==> src/line_command_dispatcher_defines.svh <==
// Assertion macros shared by the line command dispatcher RTL.
// Depends on nothing; included by the files that carry assertions.
`ifndef LINE_COMMAND_DISPATCHER_DEFINES_SVH
`define LINE_COMMAND_DISPATCHER_DEFINES_SVH

// Same-cycle implication, disabled during reset.
`define LCD_ASSERT_IMPLY(label, clk, rst, ante, cons) \
  label: assert property (@(posedge clk) disable iff (rst) (ante) |-> (cons)) \
    else $error("line_command_dispatcher: same-cycle check failed");

// Next-cycle implication, disabled during reset.
`define LCD_ASSERT_NEXT(label, clk, rst, ante, cons) \
  label: assert property (@(posedge clk) disable iff (rst) (ante) |=> (cons)) \
    else $error("line_command_dispatcher: next-cycle check failed");

`endif

==> src/lcd_pkg.sv <==
// Shared types, character constants and helper functions for the
// line command dispatcher. Depends on nothing.
package lcd_pkg;

  localparam int LINE_DEPTH_DEFAULT = 64;
  localparam int COMMAND_SLOTS = 62;
  localparam int SLOT_W = $clog2(COMMAND_SLOTS);

  localparam logic [7:0] CHAR_PERCENT = 8'd37;
  localparam logic [7:0] CHAR_LF = 8'd10;
  localparam logic [7:0] CHAR_CR = 8'd13;
  localparam logic [7:0] CHAR_ZERO = 8'd48;
  localparam logic [7:0] CHAR_NINE = 8'd57;
  localparam logic [7:0] CHAR_UPPER_A = 8'd65;
  localparam logic [7:0] CHAR_UPPER_Z = 8'd90;
  localparam logic [7:0] CHAR_LOWER_A = 8'd97;
  localparam logic [7:0] CHAR_LOWER_Z = 8'd122;
  localparam logic [7:0] SLOT_UPPER_BASE = 8'd10;
  localparam logic [7:0] SLOT_LOWER_BASE = 8'd36;

  localparam logic [7:0] REG_NAME_LEN = 8'd1;
  localparam logic [7:0] UART_SOURCE_RESET = 8'd255;
  localparam logic [7:0] NO_HANDLER = 8'd0;

  typedef enum logic [1:0] {
    KIND_PAYLOAD = 2'd0,
    KIND_CANNOT  = 2'd1,
    KIND_INVALID = 2'd2
  } kind_t;

  typedef enum logic {
    OP_REGISTER = 1'b0,
    OP_KEY      = 1'b1
  } op_t;

  typedef struct packed {
    kind_t      kind;
    logic [7:0] handler_id;
    logic [7:0] data_byte;
    logic       last;
  } result_t;

  typedef struct packed {
    logic              en;
    logic [SLOT_W-1:0] slot;
    logic [7:0]        id;
  } tbl_wr_t;

  function automatic logic is_alnum(input logic [7:0] ch);
    return (ch >= CHAR_ZERO && ch <= CHAR_NINE) ||
           (ch >= CHAR_UPPER_A && ch <= CHAR_UPPER_Z) ||
           (ch >= CHAR_LOWER_A && ch <= CHAR_LOWER_Z);
  endfunction

  // Meaningful only for alphanumeric letters.
  function automatic logic [SLOT_W-1:0] slot_of(input logic [7:0] ch);
    logic [7:0] d;
    if (ch >= CHAR_LOWER_A) begin
      d = ch - CHAR_LOWER_A + SLOT_LOWER_BASE;
    end else if (ch >= CHAR_UPPER_A) begin
      d = ch - CHAR_UPPER_A + SLOT_UPPER_BASE;
    end else begin
      d = ch - CHAR_ZERO;
    end
    return d[SLOT_W-1:0];
  endfunction

endpackage

==> src/line_command_dispatcher.sv <==
// Line command dispatcher. Registration items and plain keys leave the block
// idle, so they never hold off the next item. An Enter whose line is empty,
// overflowed or does not start with '%' and a letter goes straight to ST_ERR
// and loads its single error result from there once the output register is
// free. An Enter that fails the command table lookup (no handler, or the target
// not ready) loads it from ST_ERR too, after ST_CHECK, where the table read is
// back. An Enter with a live handler goes from ST_CHECK, which also issues the
// first line memory read, to ST_EMIT. It then loads the line's bytes after the
// '%' at one item per cycle while the output is not stalled. The single read
// port of the line memory sets that pace. No new item is taken until the last
// result of an Enter is loaded. The command table needs no clearing pass after
// reset.
module line_command_dispatcher #(
  parameter int LINE_DEPTH = lcd_pkg::LINE_DEPTH_DEFAULT
) (
  input  logic       clk,
  input  logic       rst,
  input  logic       cmd_valid,
  output logic       cmd_stall,
  input  logic       operation,
  input  logic [7:0] source_id,
  input  logic [7:0] payload_length,
  input  logic [7:0] char_code,
  input  logic       target_ready,
  output logic       res_valid,
  input  logic       res_stall,
  output logic [1:0] result_kind,
  output logic [7:0] handler_id,
  output logic [7:0] data_byte,
  output logic       last,
  input  logic       cfg_valid,
  output logic       cfg_ready,
  input  logic [7:0] cfg_data
);
  import lcd_pkg::*;

  `include "line_command_dispatcher_defines.svh"

  localparam int AW = $clog2(LINE_DEPTH);
  localparam int FW = $clog2(LINE_DEPTH + 2);

  typedef enum logic [3:0] {
    ST_IDLE  = 4'b0001,
    ST_CHECK = 4'b0010,
    ST_EMIT  = 4'b0100,
    ST_ERR   = 4'b1000
  } state_t;

  state_t        state, state_next;
  logic [7:0]    uart_source_id;
  logic [FW-1:0] fill;
  logic [FW-1:0] line_len;
  logic [FW-1:0] idx;
  logic [FW-1:0] idx_inc;
  logic [7:0]    first_byte;
  logic [7:0]    letter;
  logic          ready_q;
  logic [7:0]    handler;
  kind_t         err_kind;

  logic          cmd_accept;
  logic          reg_ok;
  logic          key_ok;
  logic          key_enter;
  logic          key_store;
  logic          line_bad;
  logic          line_nocmd;
  logic          emit_last;

  tbl_wr_t       tbl_wr;
  logic          tbl_rd_en;
  logic [7:0]    tbl_id;

  logic          buf_rd_en;
  logic [AW-1:0] buf_rd_addr;
  logic [7:0]    buf_rd_data;

  logic          res_load;
  result_t       res_next;
  result_t       res_data;
  logic          res_free;

  assign cfg_ready = 1'b1;
  assign cmd_stall = (state != ST_IDLE);
  assign cmd_accept = cmd_valid && !cmd_stall;

  assign reg_ok = cmd_accept && (operation == OP_REGISTER) &&
                  (payload_length == REG_NAME_LEN) && is_alnum(char_code);
  assign key_ok = cmd_accept && (operation == OP_KEY) && (source_id == uart_source_id);
  assign key_enter = key_ok && (char_code == CHAR_LF || char_code == CHAR_CR);
  assign key_store = key_ok && !key_enter;

  // Overflowed lines sit at LINE_DEPTH + 1, above any real fill.
  assign line_bad = (fill == '0) || (fill > FW'(LINE_DEPTH)) || (first_byte != CHAR_PERCENT);
  assign line_nocmd = (fill < FW'(2)) || !is_alnum(letter);

  assign idx_inc = idx + FW'(1);
  assign emit_last = (idx_inc == line_len);

  assign tbl_wr.en = reg_ok;
  assign tbl_wr.slot = slot_of(char_code);
  assign tbl_wr.id = source_id;

  // Registrations and lookups are separate items, so a write always lands
  // at an earlier edge than any read that could see it.
  lcd_cmd_table u_table (
    .clk     (clk),
    .rst     (rst),
    .wr      (tbl_wr),
    .rd_en   (tbl_rd_en),
    .rd_slot (slot_of(letter)),
    .rd_id   (tbl_id)
  );

  lcd_line_buf #(
    .LINE_DEPTH (LINE_DEPTH)
  ) u_line (
    .clk     (clk),
    .wr_en   (key_store && (fill < FW'(LINE_DEPTH))),
    .wr_addr (fill[AW-1:0]),
    .wr_data (char_code),
    .rd_en   (buf_rd_en),
    .rd_addr (buf_rd_addr),
    .rd_data (buf_rd_data)
  );

  lcd_result_reg u_result (
    .clk       (clk),
    .rst       (rst),
    .load      (res_load),
    .load_data (res_next),
    .stall     (res_stall),
    .valid     (res_valid),
    .data      (res_data),
    .free      (res_free)
  );

  assign result_kind = res_data.kind;
  assign handler_id = res_data.handler_id;
  assign data_byte = res_data.data_byte;
  assign last = res_data.last;

  always_comb begin
    state_next = state;
    tbl_rd_en = 1'b0;
    buf_rd_en = 1'b0;
    buf_rd_addr = idx_inc[AW-1:0];
    res_load = 1'b0;
    res_next = '{kind: err_kind, handler_id: NO_HANDLER, data_byte: 8'd0, last: 1'b1};
    unique case (state)
      ST_IDLE: begin
        if (key_enter) begin
          if (line_bad || line_nocmd) begin
            state_next = ST_ERR;
          end else begin
            tbl_rd_en = 1'b1;
            state_next = ST_CHECK;
          end
        end
      end
      ST_CHECK: begin
        if (tbl_id == NO_HANDLER || !ready_q) begin
          state_next = ST_ERR;
        end else begin
          buf_rd_en = 1'b1;
          buf_rd_addr = AW'(1);
          state_next = ST_EMIT;
        end
      end
      ST_EMIT: begin
        if (res_free) begin
          res_load = 1'b1;
          res_next = '{kind: KIND_PAYLOAD, handler_id: handler,
                       data_byte: buf_rd_data, last: emit_last};
          if (emit_last) begin
            state_next = ST_IDLE;
          end else begin
            buf_rd_en = 1'b1;
          end
        end
      end
      ST_ERR: begin
        if (res_free) begin
          res_load = 1'b1;
          state_next = ST_IDLE;
        end
      end
      default: begin
        state_next = ST_IDLE;
      end
    endcase
  end

  always_ff @(posedge clk) begin
    if (rst) begin
      state <= ST_IDLE;
      fill <= '0;
      uart_source_id <= UART_SOURCE_RESET;
    end else begin
      state <= state_next;
      if (cfg_valid && cfg_ready) begin
        uart_source_id <= cfg_data;
      end
      if (key_enter) begin
        fill <= '0;
      end else if (key_store) begin
        if (fill < FW'(LINE_DEPTH)) begin
          fill <= fill + FW'(1);
        end else begin
          fill <= FW'(LINE_DEPTH + 1);
        end
      end
    end
  end

  // Payload registers: the first two bytes of the line are mirrored for the
  // Enter decision, the rest are per-command working values.
  always_ff @(posedge clk) begin
    if (key_store && fill == FW'(0)) begin
      first_byte <= char_code;
    end
    if (key_store && fill == FW'(1)) begin
      letter <= char_code;
    end
    if (key_enter) begin
      line_len <= fill;
      ready_q <= target_ready;
      err_kind <= line_bad ? KIND_INVALID : KIND_CANNOT;
    end
    if (state == ST_CHECK) begin
      handler <= tbl_id;
      idx <= FW'(1);
      err_kind <= KIND_CANNOT;
    end
    if (state == ST_EMIT && res_free && !emit_last) begin
      idx <= idx_inc;
    end
  end

  `LCD_ASSERT_IMPLY(a_err_single, clk, rst, res_valid && (result_kind != KIND_PAYLOAD),
                    last && (handler_id == NO_HANDLER) && (data_byte == 8'd0))
  `LCD_ASSERT_IMPLY(a_payload_handler, clk, rst, res_valid && (result_kind == KIND_PAYLOAD),
                    handler_id != NO_HANDLER)
  `LCD_ASSERT_IMPLY(a_fill_range, clk, rst, 1'b1, fill <= FW'(LINE_DEPTH + 1))
  `LCD_ASSERT_NEXT(a_enter_clears, clk, rst, key_enter, fill == '0)

endmodule

==> src/lcd_cmd_table.sv <==
// Command table: one handler id per alphanumeric letter, in a synchronous
// memory with per-slot valid bits so that reset reads as "no handler".
// Depends on lcd_pkg.
module lcd_cmd_table (
  input  logic                      clk,
  input  logic                      rst,
  input  lcd_pkg::tbl_wr_t          wr,
  input  logic                      rd_en,
  input  logic [lcd_pkg::SLOT_W-1:0] rd_slot,
  output logic [7:0]                rd_id
);
  import lcd_pkg::*;

  logic [7:0]               mem [COMMAND_SLOTS];
  logic [COMMAND_SLOTS-1:0] slot_valid;
  logic [7:0]               rd_data;
  logic                     rd_valid;

  always_ff @(posedge clk) begin
    if (wr.en) begin
      mem[wr.slot] <= wr.id;
    end
    if (rd_en) begin
      rd_data <= mem[rd_slot];
    end
  end

  always_ff @(posedge clk) begin
    if (rst) begin
      slot_valid <= '0;
      rd_valid <= 1'b0;
    end else begin
      if (wr.en) begin
        slot_valid[wr.slot] <= 1'b1;
      end
      if (rd_en) begin
        rd_valid <= slot_valid[rd_slot];
      end
    end
  end

  assign rd_id = rd_valid ? rd_data : NO_HANDLER;

endmodule

==> src/lcd_line_buf.sv <==
// Line buffer memory: one write port for typed keys, one registered read
// port for replaying the line. Depends on lcd_pkg.
module lcd_line_buf #(
  parameter int LINE_DEPTH = lcd_pkg::LINE_DEPTH_DEFAULT
) (
  input  logic                          clk,
  input  logic                          wr_en,
  input  logic [$clog2(LINE_DEPTH)-1:0] wr_addr,
  input  logic [7:0]                    wr_data,
  input  logic                          rd_en,
  input  logic [$clog2(LINE_DEPTH)-1:0] rd_addr,
  output logic [7:0]                    rd_data
);
  import lcd_pkg::*;

  logic [7:0] mem [LINE_DEPTH];

  // Read data holds between reads so that a stalled output can wait on it.
  always_ff @(posedge clk) begin
    if (wr_en) begin
      mem[wr_addr] <= wr_data;
    end
    if (rd_en) begin
      rd_data <= mem[rd_addr];
    end
  end

endmodule

==> src/lcd_result_reg.sv <==
// Output register for result items with a valid/stall handshake.
// Depends on lcd_pkg.
module lcd_result_reg (
  input  logic             clk,
  input  logic             rst,
  input  logic             load,
  input  lcd_pkg::result_t load_data,
  input  logic             stall,
  output logic             valid,
  output lcd_pkg::result_t data,
  output logic             free
);
  import lcd_pkg::*;

  assign free = !valid || !stall;

  always_ff @(posedge clk) begin
    if (rst) begin
      valid <= 1'b0;
    end else if (load) begin
      valid <= 1'b1;
    end else if (!stall) begin
      valid <= 1'b0;
    end
  end

  always_ff @(posedge clk) begin
    if (load) begin
      data <= load_data;
    end
  end

endmodule

==> config.mk <==
export PLATFORM = sky130hd
export DESIGN_NAME = line_command_dispatcher
export DESIGN_NICKNAME = d
export VERILOG_FILES = /design/src/lcd_pkg.sv /design/src/line_command_dispatcher.sv /design/src/lcd_cmd_table.sv /design/src/lcd_line_buf.sv /design/src/lcd_result_reg.sv
export VERILOG_INCLUDE_DIRS = /design/src /design/src/src
export SDC_FILE = /design/constraint.sdc
export NUM_CORES = 1
export LEC_CHECK = 0
export ABC_CLOCK_PERIOD_IN_PS = 4650
export BUFFER_PORTS_ARGS = -buffer_cell sky130_fd_sc_hd__buf_2
export CAP_MARGIN = 20
export CORE_MARGIN = 2
export CORE_UTILIZATION = 43
export CTS_CLUSTER_SIZE = 25
export DETAILED_ROUTE_END_ITERATION = 10
export SYNTH_ARGS = -nofsm -noshare
export SYNTH_HDL_FRONTEND = slang
export SYNTH_HIERARCHICAL = 1
export SYNTH_SLANG_ARGS = --single-unit
export TNS_END_PERCENT = 5
==> constraint.sdc <==
create_clock -name clk -period 4.65 [get_ports clk]
set_input_delay 0.93 -clock clk [delete_from_list [all_inputs] [get_ports clk]]
set_output_delay 0.93 -clock clk [all_outputs]
set_load 0.01 [all_outputs]
# --- Yosys cells after proc, flatten, opt, wreduce, memory -nomap -nowiden ---
# Memories as Yosys holds them, arrays and structs flattened. A register that Yosys moved wholly into a read port is not among the register bits.
# Cells that the tools add are included.
word_totals:
  reg_bits: 143
  ramBits: 1008
  latch_bits: 0
  n_memories: 2
  mem_bits_ro: 0
  input_bits: 39
  elab_cells: 152
memory_table:
  columns: ["name", "depth", "width", "rd", "rd_clocked_by_memory_dff", "wr", "line", "source"]
  rows:
  - ["u_line.mem", 64, 8, 1, 1, 1, "lcd_line_buf.sv:16", "logic [7:0] mem [LINE_DEPTH];"]
  - ["u_table.mem", 62, 8, 1, 1, 1, "lcd_cmd_table.sv:14", "logic [7:0] mem [COMMAND_SLOTS];"]
classes:
  shift: 0
  bitwise_logic: 2
  order_cmp: 18
  n_div: 0
  add_sub_neg: 12
  mul: 0
  reduce_logical: 45
  n_mux: 39
  eq_ne: 17
ops:
  columns: ["operator", "n"]
  rows:
  - ["OR 62 bit", 1]
  - ["2-to-1 mux 19 bit", 2]
  - ["2-to-1 mux 6 bit", 6]
  - ["greater-or-equal comparator 8 x 7 -> 1 bit, second input constant", 4]
  - ["less-or-equal comparator 8 x 7 -> 1 bit, second input constant", 4]
  - ["2-to-1 mux 4 bit", 6]
  - ["subtractor 6 bit, second input constant", 4]
  - ["2-to-1 mux 7 bit", 3]
  - ["logical AND 1 bit", 20]
  - ["== test 8 x 4 -> 1 bit, second input constant", 2]
  - ["greater-or-equal comparator 8 x 6 -> 1 bit, second input constant", 2]
  - ["less-or-equal comparator 8 x 6 -> 1 bit, second input constant", 2]
  - ["2-to-1 mux 1 bit", 16]
  - ["case mux 4 bit (4 select lines)", 1]
  - ["adder 7 x 1 -> 7 bit, second input constant", 2]
  - ["less-than comparator 6 x 7 -> 1 bit, second input constant", 2]
  - ["adder 6 x 4 -> 6 bit, second input constant", 2]
  - ["adder 6 bit, second input constant", 2]
  - ["subtractor 6 x 1 -> 6 bit, second input constant", 2]
  - ["logical OR 1 bit", 11]
  - ["== test 8 x 1 -> 1 bit, second input constant", 1]
  - ["== test 8 bit", 1]
  - ["logical NOT 8 bit", 1]
  - ["2-to-1 mux 8 bit", 1]
  - ["25 further kinds", 35]

# --- Depth between registers and ports, before layout ---
logic_depth:
  depth_word: 11
  depth_mapped: 16

# --- Cells and area by module ---
# The synthesis kept the hierarchy.
modules_own_cells:
  columns: ["mod", "area_each_um2", "seq_area_each_um2", "instances", "cells_each"]
  rows:
  - ["lcd_cmd_table", 22029.9, 16395.7, 1, 1094]
  - ["lcd_line_buf", 20246.9, 15615.0, 1, 940]
  - ["line_command_dispatcher", 3683.5, 1591.5, 1, 367]
  - ["lcd_result_reg", 603.1, 590.6, 1, 23]

# --- Worst setup path after synthesis ---
# Ideal clock, no wire load.
synth_path:
  path_kind: "input-to-reg"
  start: "input port char_code[0]"
  end: "memory u_table.mem[15][0] (enable)"
  arrival_ns: 3.955
  cell_stages: 11
  setup_time_ns: 0.374
  n_path_buf: 2
  slack_ns: 0.321
  path_cell_list: "inv_1 > ha_1 > or4b_4 > a21o_1 > or4b_4 > o22ai_1 > xor2_1 > clkbuf_1 > or3b_2 > clkbuf_1 > nor2_1"
synth_rtl:
  columns: ["element", "line", "source"]
  rows:
  - ["start: declaration", "line_command_dispatcher.sv:23", "input logic [7:0] char_code,"]
  - ["end: declaration", "lcd_cmd_table.sv:14", null]

# --- Worst setup path in the final report ---
layout_path:
  start: "register letter[0]"
  end: "register u_table.rd_data[0] (read register of u_table.mem), data pin"
layout_between:
  elab_chain_len: 10
  elab_cells_between_ends: 24
  classes_between: "add/sub (5); order compare (6); mux (5); reduce/logical (8)"
layout_lines:
  columns: ["element", "line", "source"]
  rows:
  - ["start: declaration", "line_command_dispatcher.sv:56", "logic [7:0] letter;"]
  - ["start signal: assignment", "line_command_dispatcher.sv:223", "letter <= char_code;"]
  - ["branches (longest 10 deep; another with subtractor 6 x 1 -> 6 bit)", null, null]
  - ["end: declaration", "lcd_cmd_table.sv:16", "logic [7:0] rd_data;"]
# Several ways; the timed one is not identified.
# A chain may end at the register's enable or synchronous reset.

==> flow_summary.yaml <==
sta:
  hold_slack_ns: 0.409
  fin_crit_ns: 4.51
  finalHoldViolations: 0
  setup_viol: 0
  min_period_over_period_pct: 97.1
  setup_ws_ns: 0.135
  rsz0062_at_grt: "true"
  max_freq_mhz: 222
  maxSlewViolCount: 0
  clock_skew_ns: 0.0257
  relSlewSlack_pct: 27.9
  tightestPinTransition_ns: 1.07
synthesis:
  yosysMostFrequentCell: "edfxtp_1"
  synth_ff_type: "edfxtp_1"
  synth-xor-area-share_pct: 0.637
  syn_nets: 2485
  yosysUniqueCellTypes: 84
  ys_warn_count: 6
  async_flop_share_pct: 0
  postSynthAreaPerCell_sq_um: 19.2
  synth_seq_cells: 1167
  synth_top_family_by_area: "multiplexers"
  synth_edf_count: 1082
  syn-cell-area_sq_um: 46600
  synth-simple-area-share_pct: 5.58
  syn_inst: 2424
  synthAdderAreaFrac_pct: 0.591
  synth.top_cell.area_share_pct: 69.8
  synth_compound_area_share_pct: 2.52
  ys_seq_area_share_pct: 73.4
  ys_top_cells_by_count: "1,082 x edfxtp_1, 298 x nor2_1, 269 x mux4_2, 85 x dfxtp_1, 47 x nand2_1"
  synth.area.mux_share_pct: 15.4
  synth_area_leader_cell: "edfxtp_1"
  yosys-top-cells-area: "edfxtp_1 70%, mux4_2 13%, dfxtp_1 3.7%"
global_routing:
  track_usage_pct: 20.1
  grt_pass1_wl_mm: 165
  grt_pass1_vias: 24200
  grt-ovfl-total: 0
  grt_max_degree: 76
  antenna_found_initial: 7
power_and_ir_drop:
  p_leak_nw: 17.2
  switchingPower_mw: 4.24
  p_per_area_nw_per_um2: 399
  pwr-share-clk_pct: 44.0
  power_frac_seq_pct: 53.9
  swShare_pct: 19.9
  max-vdd-ir-drop_uv: 484
  combPwrFrac_pct: 2.1
  internal_power_mw: 17.1
cts:
  cts_sinks: 1167
  htree_levels: 3
  cts_buffers: 113
  cts_buffer_depth: 3
  cts_root_buf: "clkbuf_16"
  clk_latency_ns: 0.70
  clk_pin_slew_ns: 0.07
  cts_tree: "built"
floorplan:
  die_area_sq_um: 111000
  die_h_microns: 333
  die_x_microns: 333
  initial_core_util_pct: 43.4
  core_area_sq_um: 107000
  core.rowCount: 120
  io_pins: 61
placed_design:
  io_buffers: 59
  dpl_worst_slack_ns: -0.106
  dp_hpwl_mm: 71.6
  place_congestion: 0.814
route:
  firstDrtPassIters: 7
  drtIter0Drc: 2408
  vias_per_cell: 5.76
  drt_wl_total_mm: 111
  ant_nets: 0
  routed-via-count: 24000
  drc: 0
  wl_per_cell_microns: 26.7
finish:
  drive_gt1_share_pct: 27.4
  fill_cells: 8613
  area_delta_synth_final_pct: 14.8
  final_nets: 2726
worst_setup_path:
  required_ns: 5.07
  rr_startpoint: "letter[0]"
  critPathArrivalTime_ns: 4.93
  criticalPathCategory: "reg -> reg"
  path_max_fanout: 9
  r2r_end: "u_table/rd_data[0]"
  r2r_slack_ns: 0.14
  crit_start: "letter[0]"
  crit_path_end_kind: "register"
  start_kind: "register"
  worst_r2r_path_depth: 14
min_path:
  hp-start: "target_ready"
  hold_depth: 1
  min_path_type: "in -> reg"
  hold_path_end: "ready_q"
flow_run:
  timing.max_cap.violations: 0
outcome:
  status: "finished, final reports clean"
==> worst max-delay path: stages (launching register included) <==
cell and delay (ns):
edfxtp_1 0.48, inv_2 0.16, ha_1 0.22, or4b_4 0.51
a311oi_2 0.36, buf_4 0.19, o22ai_1 0.10, xnor2_2 0.73
buf_4 0.36, nand3b_1 0.20, o22ai_1 0.41, a311oi_1 0.10
o21ai_1 0.11, buf_4 0.16, nand3_1 0.12
==> power groups by stage <==
stage / Sequential (mW) / Combinational [mW] / Clock (mW)
after CTS: 11.5 / 0.448 / 9.54
after global placement: 11.7 / 0.428 / 0
final: 11.5 / 0.440 / 9.37
after global routing: 11.5 / 0.478 / 9.92
after detailed placement: 11.7 / 0.447 / 0
after floorplan: 11.7 / 0.156 / 0
==> timing repair <==
| action | CTS | global route |
|---|---|---|
| hold buffers | 0 | 0 |
| buffers inserted | 5 | 0 |
| resized for setup | 1 | 14 |
| setup endpoints to repair | 3 | 9 |
| endpoints found under the hold margin | 0 | 0 |
| pin swaps | 0 | 1 |
==> cells by family (layout without fill, tap and decap cells) <==
group,after synthesis,in the layout
muxes,349,349
buffers and inverters,145,486
adders and majority gates,22,22
and+or+nand+nor,543,543
AOI/OAI and AO/OA,168,168
DFF,1167,1167
xor gates and xnor gates,29,29
other,1,4
==> per-layer routing <==
layer / vias up / global-route usage, % / part of all wire [%]
met5: - / 0 / 0.012
met4: 2 / 6.01 / 2.9
met3: 191 / 2.99 / 5.5
met2: 819 / 33.8 / 50
met1: 12700 / 27.2 / 41
li1: 10300 / - / -
==> area by class of cell <==
type | count | area (sq um) | area share (%)
inverter | 22 | 82.6 | 0.154
sequential | 1167 | 34200 | 64.0
antenna | 3 | 7.51 | 0.0140
timing repair buffer | 249 | 1950 | 3.66
multi-input combinational | 1112 | 11600 | 21.8
clock buffer | 146 | 3020 | 5.66
tap | 1403 | 1760 | 3.28
clock inverter | 69 | 790 | 1.48
==> how the worst max path moves through the flow <==
stage / endpoint / slack (ns) / cells past startpoint
global placement: u_table/rd_data[1] / -0.04 / 13
global route: u_table/rd_data[5] / -0.04 / 14
finish: u_table/rd_data[0] / 0.14 / 14
detailed placement: u_table/rd_data[1] / -0.11 / 13
CTS: u_table/rd_data[5] / -0.03 / 14
floorplan: u_table/mem[15][0] / 0.32 / 11
==> cells in the final DEF, fill, tap and decap left out, types with 21 or more instances in the layout <==
cell and instances:
nand3_1 40, nor2b_1 30, nand2_1 45, nor2_1 295, mux4_2 269, mux2i_1 35
a21oi_1 27, dfxtp_1 85, o22ai_1 25, mux2_2 24, ha_1 22, clkinv_2 21
buf_4 172, edfxtp_1 1082, buf_2 59, clkbuf_1 27, inv_1 21, and3_1 22
clkbuf_16 114
==> sequential cells by signal, indices dropped and copies added, names as in the netlist, 19 cells and up <==
signal,cells
u_table/slot_valid,62
u_result/data,19
u_table/mem,496
u_line/mem,512
==> through the flow <==
step	power, mW	utilization [%]	TNS (ns)	cell area [sq um]	instances
final	21.3	49.9	0	53500	4171
after global routing	21.9	49.9	-0.144	53400	4168
after CTS	21.5	49.8	-0.0298	53400	4168
after detailed placement	12.2	46.2	-1.43	49500	3948
after global placement	12.1	46.2	-0.0847	49500	3948
after floorplan	11.9	-	0	46600	2424
(Power assumes the default switching activity.)
